**src/sv/assert_macros.svh**
```systemverilog
`ifndef ASSERT_MACROS_SVH
`define ASSERT_MACROS_SVH

// Check that a condition implies another in the same cycle
`define APOT_ASSERT_NOW(lbl, a, b) \
	lbl: assert property (@(posedge clk) disable iff (!arst_n) (a) |-> (b)) \
		else $error("same-cycle check failed");

// Check that a condition implies another in the next cycle
`define APOT_ASSERT_NEXT(lbl, a, b) \
	lbl: assert property (@(posedge clk) disable iff (!arst_n) (a) |=> (b)) \
		else $error("next-cycle check failed");

`endif

```
**src/sv/apot_pkg.sv**
```systemverilog
package apot_pkg;

	localparam int MAX_ENTRIES   = 64;
	localparam int IDX_W         = $clog2(MAX_ENTRIES);
	localparam int HOST_TAG_BITS = 16;
	localparam int ADDR_W        = 64;
	localparam int ENTRY_W       = 2 * ADDR_W + HOST_TAG_BITS;

	// Request opcodes
	localparam logic [1:0] OP_OCCUPY  = 2'd0;
	localparam logic [1:0] OP_RELEASE = 2'd1;
	localparam logic [1:0] OP_LOOKUP  = 2'd2;
	localparam logic [1:0] OP_SPARE   = 2'd3;

	// Result status codes
	localparam logic [2:0] ST_OK        = 3'd0;
	localparam logic [2:0] ST_RANGE     = 3'd1;
	localparam logic [2:0] ST_OCCUPIED  = 3'd2;
	localparam logic [2:0] ST_NOT_FOUND = 3'd3;
	localparam logic [2:0] ST_FULL      = 3'd4;

	// Register indexes
	localparam logic [2:0] REG_FAMILY  = 3'd0;
	localparam logic [2:0] REG_FIRST_H = 3'd1;
	localparam logic [2:0] REG_FIRST_L = 3'd2;
	localparam logic [2:0] REG_LAST_H  = 3'd3;
	localparam logic [2:0] REG_LAST_L  = 3'd4;

	typedef struct packed {
		logic              family;
		logic [ADDR_W-1:0] first_h;
		logic [ADDR_W-1:0] first_l;
		logic [ADDR_W-1:0] last_h;
		logic [ADDR_W-1:0] last_l;
	} cfg_t;

	typedef struct packed {
		logic [1:0]               op;
		logic [ADDR_W-1:0]        ah;
		logic [ADDR_W-1:0]        al;
		logic [HOST_TAG_BITS-1:0] tag;
		logic                     in_range;
	} req_t;

	typedef struct packed {
		logic empty;
	} qstat_t;

endpackage

```
**src/sv/apot_front.sv**
```systemverilog
module apot_front (
	input  logic                              clk,
	input  logic                              arst_n,
	input  apot_pkg::cfg_t                    cfg,
	input  logic                              in_valid,
	output logic                              in_stall,
	input  logic [1:0]                        opcode,
	input  logic [apot_pkg::ADDR_W-1:0]       addr_high,
	input  logic [apot_pkg::ADDR_W-1:0]       addr_low,
	input  logic [apot_pkg::HOST_TAG_BITS-1:0] host_tag,
	input  logic                              pop,
	output apot_pkg::req_t                    req,
	output apot_pkg::qstat_t                  qstat
);
	import apot_pkg::*;

	logic [2*ADDR_W-1:0] a_w, f_w, l_w;
	req_t                new_req;
	req_t                fifo_q [2];
	logic                wr_ptr_q, rd_ptr_q;
	logic [1:0]          count_q;
	logic                push;

	// Narrow addresses and bounds to 32 bits for IPv4, and mark whether the address is in range
	always_comb begin
		if (cfg.family) begin
			a_w = {addr_high, addr_low};
			f_w = {cfg.first_h, cfg.first_l};
			l_w = {cfg.last_h, cfg.last_l};
		end else begin
			a_w = {96'd0, addr_low[31:0]};
			f_w = {96'd0, cfg.first_l[31:0]};
			l_w = {96'd0, cfg.last_l[31:0]};
		end
		new_req.op       = opcode;
		new_req.ah       = a_w[2*ADDR_W-1:ADDR_W];
		new_req.al       = a_w[ADDR_W-1:0];
		new_req.tag      = host_tag;
		new_req.in_range = !(a_w < f_w) && !(a_w > l_w);
	end

	assign in_stall    = (count_q == 2'd2);
	assign push        = in_valid && !in_stall;
	assign req         = fifo_q[rd_ptr_q];
	assign qstat.empty = (count_q == 2'd0);

	// Hold classified requests for the back end
	always_ff @(posedge clk) begin
		if (push) begin
			fifo_q[wr_ptr_q] <= new_req;
		end
	end

	// Advance queue pointers
	always_ff @(posedge clk or negedge arst_n) begin
		if (!arst_n) begin
			wr_ptr_q <= 1'b0;
			rd_ptr_q <= 1'b0;
			count_q  <= 2'd0;
		end else begin
			if (push) begin
				wr_ptr_q <= !wr_ptr_q;
			end
			if (pop) begin
				rd_ptr_q <= !rd_ptr_q;
			end
			count_q <= count_q + {1'b0, push} - {1'b0, pop};
		end
	end

endmodule

```
**config.mk**
```make
export PLATFORM = sky130hd
export DESIGN_NAME = apot_front
export DESIGN_NICKNAME = d
export VERILOG_FILES = /design/src/sv/assert_macros.svh /design/src/sv/apot_pkg.sv /design/src/sv/apot_front.sv
export SDC_FILE = /design/constraint.sdc
export NUM_CORES = 1
export LEC_CHECK = 0
export BUFFER_PORTS_ARGS = -buffer_cell sky130_fd_sc_hd__buf_2
export CAP_MARGIN = 20
export CORE_AREA = 2 2 219 221
export DETAILED_ROUTE_END_ITERATION = 6
export DIE_AREA = 0 0 221 223
export HOLD_SLACK_MARGIN = 0.05
export PLACE_DENSITY_LB_ADDON = 0.2
export SLEW_MARGIN = 20
export SYNTH_ARGS = -nofsm -noshare
export SYNTH_HDL_FRONTEND = slang
export SYNTH_SLANG_ARGS = --single-unit
export TNS_END_PERCENT = 50
```
**constraint.sdc**
```tcl
create_clock -name clk -period 18.64 [get_ports clk]
set_input_delay 1.864 -clock clk [delete_from_list [all_inputs] [get_ports clk]]
set_output_delay 1.864 -clock clk [all_outputs]
set_load 0.02 [all_outputs]
```
Word-level counts from Yosys, hierarchy flattened
Memory sizes are Yosys's and may differ from the RTL's.
Index checks and enable logic that the tools add are counted.
W data, S select, Z words.
- register bits after elaboration: 4
- bits in writable memories: 294
- output and inout port bits: 149
- word-level logic and storage cells: 22
- memories: 1
- $add $sub $neg: 2
- order comparisons: 2
- equal/unequal tests: 1
- multiplexer cells: 5
- reduce and logical (&&, ||, !) cells: 8
- memories (memory ; depth ; width ; read ports ; clocked after Yosys merged registers in ; wr ports ; RTL line ; source):
    fifo_q ; 2 ; 147 ; 1 ; 0 ; 1 ; apot_front.sv:19 ; req_t fifo_q [2];
- operators with widths (operator ; number):
    $mux W128 ; 3
    $gt A128 B128 Y1 ; 1
    $lt A128 B128 Y1 ; 1
    $logic_not A1 Y1 ; 5
    $add A2 B1 Y2 ; 1
    $eq A2 B2 Y1 const B ; 1
    $logic_and A1 B1 Y1 ; 2
    $logic_not A2 Y1 ; 1
    $mux W1 ; 2
    $sub A2 B1 Y2 ; 1

Logic depth before layout (Yosys ltp)
Gate-level depths: netlist of run 1.
- word-level depth: 5
- mapped depth: 14
- mapped depth without buffers: 10

Least setup slack after synthesis of run 1
Ideal clock, no wire load.
- path kind: input -> register
- start: input port in_valid
- end: memory fifo_q[0][0] (netlist name), enable pin
- arrival time: 8.061 ns
- data required time: 17.985 ns
- path slack: 9.924 ns
- stages: 2
- buffers on the path: 0
- cells stage by stage: nand2_1 > nor2_1
- word-level cells in the longest chain between the ends: 3
- RTL lines (element ; RTL line ; source):
    from (decl) ; apot_front.sv:5 ; input logic in_valid,
    $logic_and A1 B1 Y1 ; apot_front.sv:43 ; assign push = in_valid && !in_stall;
    $mux W1 ; apot_front.sv:49 ; if (push) begin
    $mux W1 (not written as such) ; apot_front.sv:50 ; fifo_q[wr_ptr_q] <= new_req;
    to (decl) ; apot_front.sv:19 ;
No other way between the ends.

==> results_dict.tcl, run 1 <==
set metrics [dict create \
    syn_nets 2181 \
    post-route-period-util_pct 29.1 \
    worst-setup-path-type "in2reg" \
    drt_first_pass_iters 5 \
    drc_errors 0 \
    grt_pass1_wl_mm 83.9 \
    cts_setup_buffers 0 \
    synth_cell_types 55 \
    cp-start-kind "input port" \
    cts_buffer_depth 3 \
    max-vdd-ir-drop_mv 0.0764 \
    cts_sinks 298 \
    drive_gt1_share_pct 36.4 \
    finalSetupTns_ns 0 \
    n_fill_cell 4372 \
    yosysWarnings 0 \
    max_freq_mhz 184 \
    drt_iter0_drc 830 \
    cts_max_level 2 \
    antenna_found_initial 19 \
    ys_seq_area_share_pct 49.7 \
    synth_top_area_share_pct 49.2 \
    dp_slack_ns 12.67 \
    synth.area.top_cells "edfxtp_1 49%, ha_1 18%, mux2_2 9.2%" \
    setup_viol 0 \
    yosysMostFrequentCell "edfxtp_1" \
    setup_slack_ns 13.21 \
    clock-root-buffer "clkbuf_16" \
    slew_viol_final 0 \
    die-width_microns 221 \
    synth-edff-count 294 \
    fp.dieH_microns 223 \
    cts_hold_buffers 0 \
    grt_max_degree 106 \
    power_leakage_nw 10.1 \
    cp.required_ns 18.93 \
    path_clk_slew_ns 0.06 \
    wl_per_cell_microns 20.6 \
    cts_resized 0 \
    io_pins 556 \
    grt_setup_unrepaired "no" \
    p_per_area_mw_per_mm2 116 \
    finalCriticalPeriod_ns 5.43 \
    syn-cell-area_sq_mm 0.0180 \
    syn_to_final_growth_pct 25.6 \
    min_path_type "reg2reg" \
    slew_headroom_pct 29.4 \
    grt_pass1_vias 14500 \
    crit_path_end_kind "flop" \
    synthCells 1522 \
    gp_congestion 0.897 \
    die_area_sq_mm 0.0493 \
    worst_pin_slew_ns 1.06 \
    cts_tree "yes" \
    coreArea_sq_mm 0.0471 \
    finalWirelength_mm 56.2 \
    cts_buffers 35 \
    synth_common_cells "294 x edfxtp_1, 252 x ha_1, 240 x nand2_1, 147 x mux2_2, 98 x and2_1" \
    status "finished, final reports clean" \
    clk_latency_ns 0.54 \
    avgSynthCellArea_sq_um 11.8 \
    grt_remaining_overflow 0 \
    critical_path.max_fanout 105 \
    routed_via_density 5.13 \
    drv_cap 0 \
    grt_usage_pct 22.2 \
    synth_top_cell_by_area "edfxtp_1" \
    ys_seq_elements 298 \
    ff_latch_area_sq_mm 0.00893 \
    dp.final_hpwl_mm 43.9 \
    fin_skew_ns 0.0170 \
    synth_ff_type "edfxtp_1" \
    hold_viol 0 \
    fp-row-count 80 \
    vias 14000 \
    cp.arrival_ns 5.72 \
    fin_nets 2734 \
    port_buffers 555 \
    synth_async_sr_flop_share_pct 1.34 \
    start_util_pct 38.1 \
    ant_nets 0 \
    multi_input_area_sq_mm 0.00857 \
]
-- flip-flops by register name, summed over array words and instances (netlist names) --
signal,cells
rd_ptr_q,1
fifo_q,294
wr_ptr_q,1
count_q,2
-- final timing paths --
| path | start | end | slack (ns) | cells after the start |
|---|---|---|---|---|
| max | cfg[256] | fifo_q[0][0] | 13.21 | 10 |
| min | count_q[1] | count_q[1] | 0.51 | 1 |
| max reg2reg | count_q[1] | fifo_q[0][143] | 15.21 | 5 |
| min reg2reg | count_q[1] | count_q[1] | 0.51 | 1 |
| max in group asynchronous | arst_n | rd_ptr_q | 17.37 | 1 |
| min in group asynchronous | arst_n | count_q[1] | 1.13 | 1 |
-- kinds of logic after synthesis --
family                     count (synthesis)  synth area share (%)
DFF                                      298                  49.7
and+or+nand+nor                          464                  12.4
AOI/OAI and AO/OA                        227                  8.07
adders and majority gates                252                  17.6
muxes                                    147                  9.22
xor gates and xnor gates                   8                 0.390
buffers and inverters                    126                  2.64
-- layer usage --
metal | track usage, % | vias up | share of wire, % | routed length [microns]
met1 | 26.9 | 6638 | 41 | 23000
met4 | 6.95 | 22 | 2.8 | 1560
met3 | 6.62 | 97 | 7.7 | 4330
met2 | 38.1 | 478 | 48 | 27200
met5 | 0 | - | 0.24 | 135
li1 | - | 6757 | - | -
-- worst max-delay path, cell delays in order --
cell and delay, ns:
clkbuf_8 0.49, buf_4 0.75, and2_1 0.35, ha_1 0.20, nand4_1 0.15, nor4_1 0.44
nand4_1 0.25, nor4_1 0.75, a211oi_2 0.15, o32a_1 0.21
-- per-stage QoR --
step / total power [mW] / area [sq um] / hold slack (ns) / std cells / util [%]
after global routing: 2.74 / 22500 / 0.526 / 2721 / 47.8
after detailed placement: 1.96 / 21400 / 0.492 / 2653 / 45.4
after global placement: 1.95 / 21400 / 0.486 / 2652 / 45.4
after floorplan: 1.62 / 18000 / 0.461 / 1522 / -
final: 2.61 / 22600 / 0.507 / 2726 / 47.8
after CTS: 2.64 / 22500 / 0.506 / 2715 / 47.8
-- cells in the final DEF, fill, tap and decap left out, drive strengths merged, types with 13 or more instances in the layout --
cell and instances:
a211oi 13, a21o 39, a21oi 83, and2 99
buf 562, clkbuf 50, edfxtp 294, ha 252
inv 78, mux2 147, nand2 240, nand3 15
nand4 38, nor2 28, o21ai 46
-- where the power goes --
group          internal [mW]  leakage (nW)  switching (mW)  total [mW]
combinational          0.362          6.75           0.608       0.969
sequential             0.924          2.81          0.0396       0.964
clock                  0.404         0.538           0.273       0.677
total                   1.69          10.1           0.920        2.61
-- layout make-up --
class                           count  share of cell area (%)
Antenna cell                       11                   0.122
Clock buffer                       49                    4.31
Clock inverter                     13                   0.588
Inverter                           78                    1.30
Multi-Input combinational cell   1098                    38.0
Sequential cell                   298                    39.6
Tap cell                          615                    3.41
Timing Repair Buffer              564                    12.7
Power figures use the tool's default switching activity.
==> run 2: changes to the inputs <==
- CORE_AREA: 2 2 219 221 -> 2 2 217 219
- DIE_AREA: 0 0 221 223 -> 0 0 219 221
- clock period: 18.64 -> 4.8 ns (I/O delays scaled with it)
==> run 2 against run 1 <==
Sequential share of layout area is 0.32 points lower. First-iteration DRC count is 18% lower. Clock-buffer cell count is 5 lower. Via count is 0.49% lower. Worst setup slack worse by 12 ns. Clock power grew to 4.2 times the previous value. Clock skew hardly changed. Cell count hardly changed. Design area is 0.80% higher. Critical endpoint unchanged. Highest routed layer unchanged.
==> results_dict.tcl, run 2 (same netlist as run 1, synthesis figures left out) <==
set metrics [dict create \
    io_pins 556 \
    crit_path_end_kind "flop" \
    drt_iter0_drc 681 \
    cts_buffer_depth 3 \
    final_cell_mix "554 x buf_2, 294 x edfxtp_1, 252 x ha_1" \
    drc_errors 0 \
    grt_setup_unrepaired "no" \
    grt_usage_pct 22.3 \
    cts_sinks 298 \
    worst_pin_slew_ns 0.981 \
    path_clk_slew_ns 0.06 \
    max-vdd-ir-drop_mv 0.290 \
    largest_register "fifo_q" \
    dp.final_hpwl_mm 42.8 \
    fp.dieH_microns 221 \
    post-route-period-util_pct 72.7 \
    startpoint "cfg[256]" \
    clk_latency_ns 0.54 \
    antenna_found_initial 22 \
    coreArea_sq_mm 0.0461 \
    port_buffers 555 \
    setup_viol 0 \
    hp-start "host_tag[13]" \
    hold_viol 0 \
    status "finished, final reports clean" \
    cp.arrival_ns 3.77 \
    finalPower_mw 10.4 \
    grt_pass1_vias 14300 \
    die-width_microns 219 \
    wl_per_cell_microns 20.3 \
    cts_max_level 2 \
    p_per_area_mw_per_mm2 456 \
    drive_gt1_share_pct 36.9 \
    finalCriticalPeriod_ns 3.49 \
    power_leakage_nw 10.2 \
    min_path_type "in2reg" \
    placed_cell_area_sq_mm 0.0215 \
    cp-start-kind "input port" \
    vias 13900 \
    start_util_pct 39.0 \
    finalSetupTns_ns 0 \
    layout_commonest_cell "buf_2" \
    slew_headroom_pct 34.6 \
    critical_path.max_fanout 115 \
    drv_cap 0 \
    cp.required_ns 5.08 \
    slew_viol_final 0 \
    routed_via_density 5.11 \
    fin_nets 2739 \
    largest_registers "fifo_q x294, count_q x2" \
    post-route-util_pct 49.4 \
    cts_tree "yes" \
    gp_congestion 0.899 \
    fp-row-count 79 \
    worst-setup-path-type "in2reg" \
    max_freq_mhz 287 \
    drt_first_pass_iters 5 \
    whs_ns 0.137 \
    syn_to_final_growth_pct 26.6 \
    die_area_sq_mm 0.0484 \
    ant_nets 0 \
    clock-root-buffer "clkbuf_16" \
    largest_reg_flops 294 \
    grt_remaining_overflow 0 \
    finalWirelength_mm 55.4 \
    grt_pass1_wl_mm 82.0 \
    worstReg2RegStart "count_q[1]" \
    grt_max_degree 148 \
    cts_buffers 37 \
    final_area_sq_mm 0.0227 \
    fin_skew_ns 0.0167 \
    rrSetupSlack_ns 2.57 \
]
==> run 2: worst paths after layout <==
check	endpoint	cells past startpoint
setup reg to reg	fifo_q[1][75]	3
hold / removal	fifo_q[0][14]	1
setup / recovery	fifo_q[0][0]	11
max in group asynchronous	rd_ptr_q	2
hold reg to reg	count_q[1]	1
min in group asynchronous	count_q[0]	2
==> run 2: cell type report <==
type | instances | area, sq um
antenna | 12 | 30.0
clock buffer | 44 | 962
clock inverter | 20 | 259
fill | 4270 | 23300
inverter | 78 | 293
multi-input combinational | 1098 | 8570
sequential | 298 | 8930
tap | 607 | 759
timing repair buffer | 567 | 2930
==> run 2: per-stage QoR <==
step	worst slack (ns)	instances
6_report	1.31	2724
3_5_place_dp	0.810	2647
2_1_floorplan	0.356	1522
3_3_place_gp	0.851	2647
5_1_grt	1.16	2718
4_1_cts	1.40	2712
==> run 2: critical path: stages <==
cell and delay, ns:
clkbuf_8 0.49, and2_1 0.34, ha_1 0.20, nand4_1 0.10, nor3_1 0.41, nand3_1 0.29, nor2_1 0.15, nand4_1 0.16
o21ai_0 0.63, a211oi_2 0.15, o32a_1 0.23
==> run 2: repair_timing <==
item / 4_1_cts / 5_1_grt
endpoints found under the setup margin: 0 / 0
hold endpoints to repair: 4 / 0
buffers inserted: 0 / 0
gates resized for setup: 0 / 0
hold buffers: 1 / 0
==> run 2: layer usage <==
layer  routed length (microns)  up-vias  GRT usage (%)
met3                      4580       95           7.02
met2                     26800      452           38.3
met1                     22400     6590           26.6
met5                       145        -              0
li1                          -     6764              -
met4                      1400       22           6.58
==> run 2: where the power goes <==
part | switching (mW) | internal, mW | leakage (nW) | total [mW]
combinational | 2.30 | 1.42 | 6.78 | 3.72
sequential | 0.205 | 3.58 | 2.81 | 3.79
clock | 1.11 | 1.75 | 0.587 | 2.86
total | 3.62 | 6.76 | 10.2 | 10.4
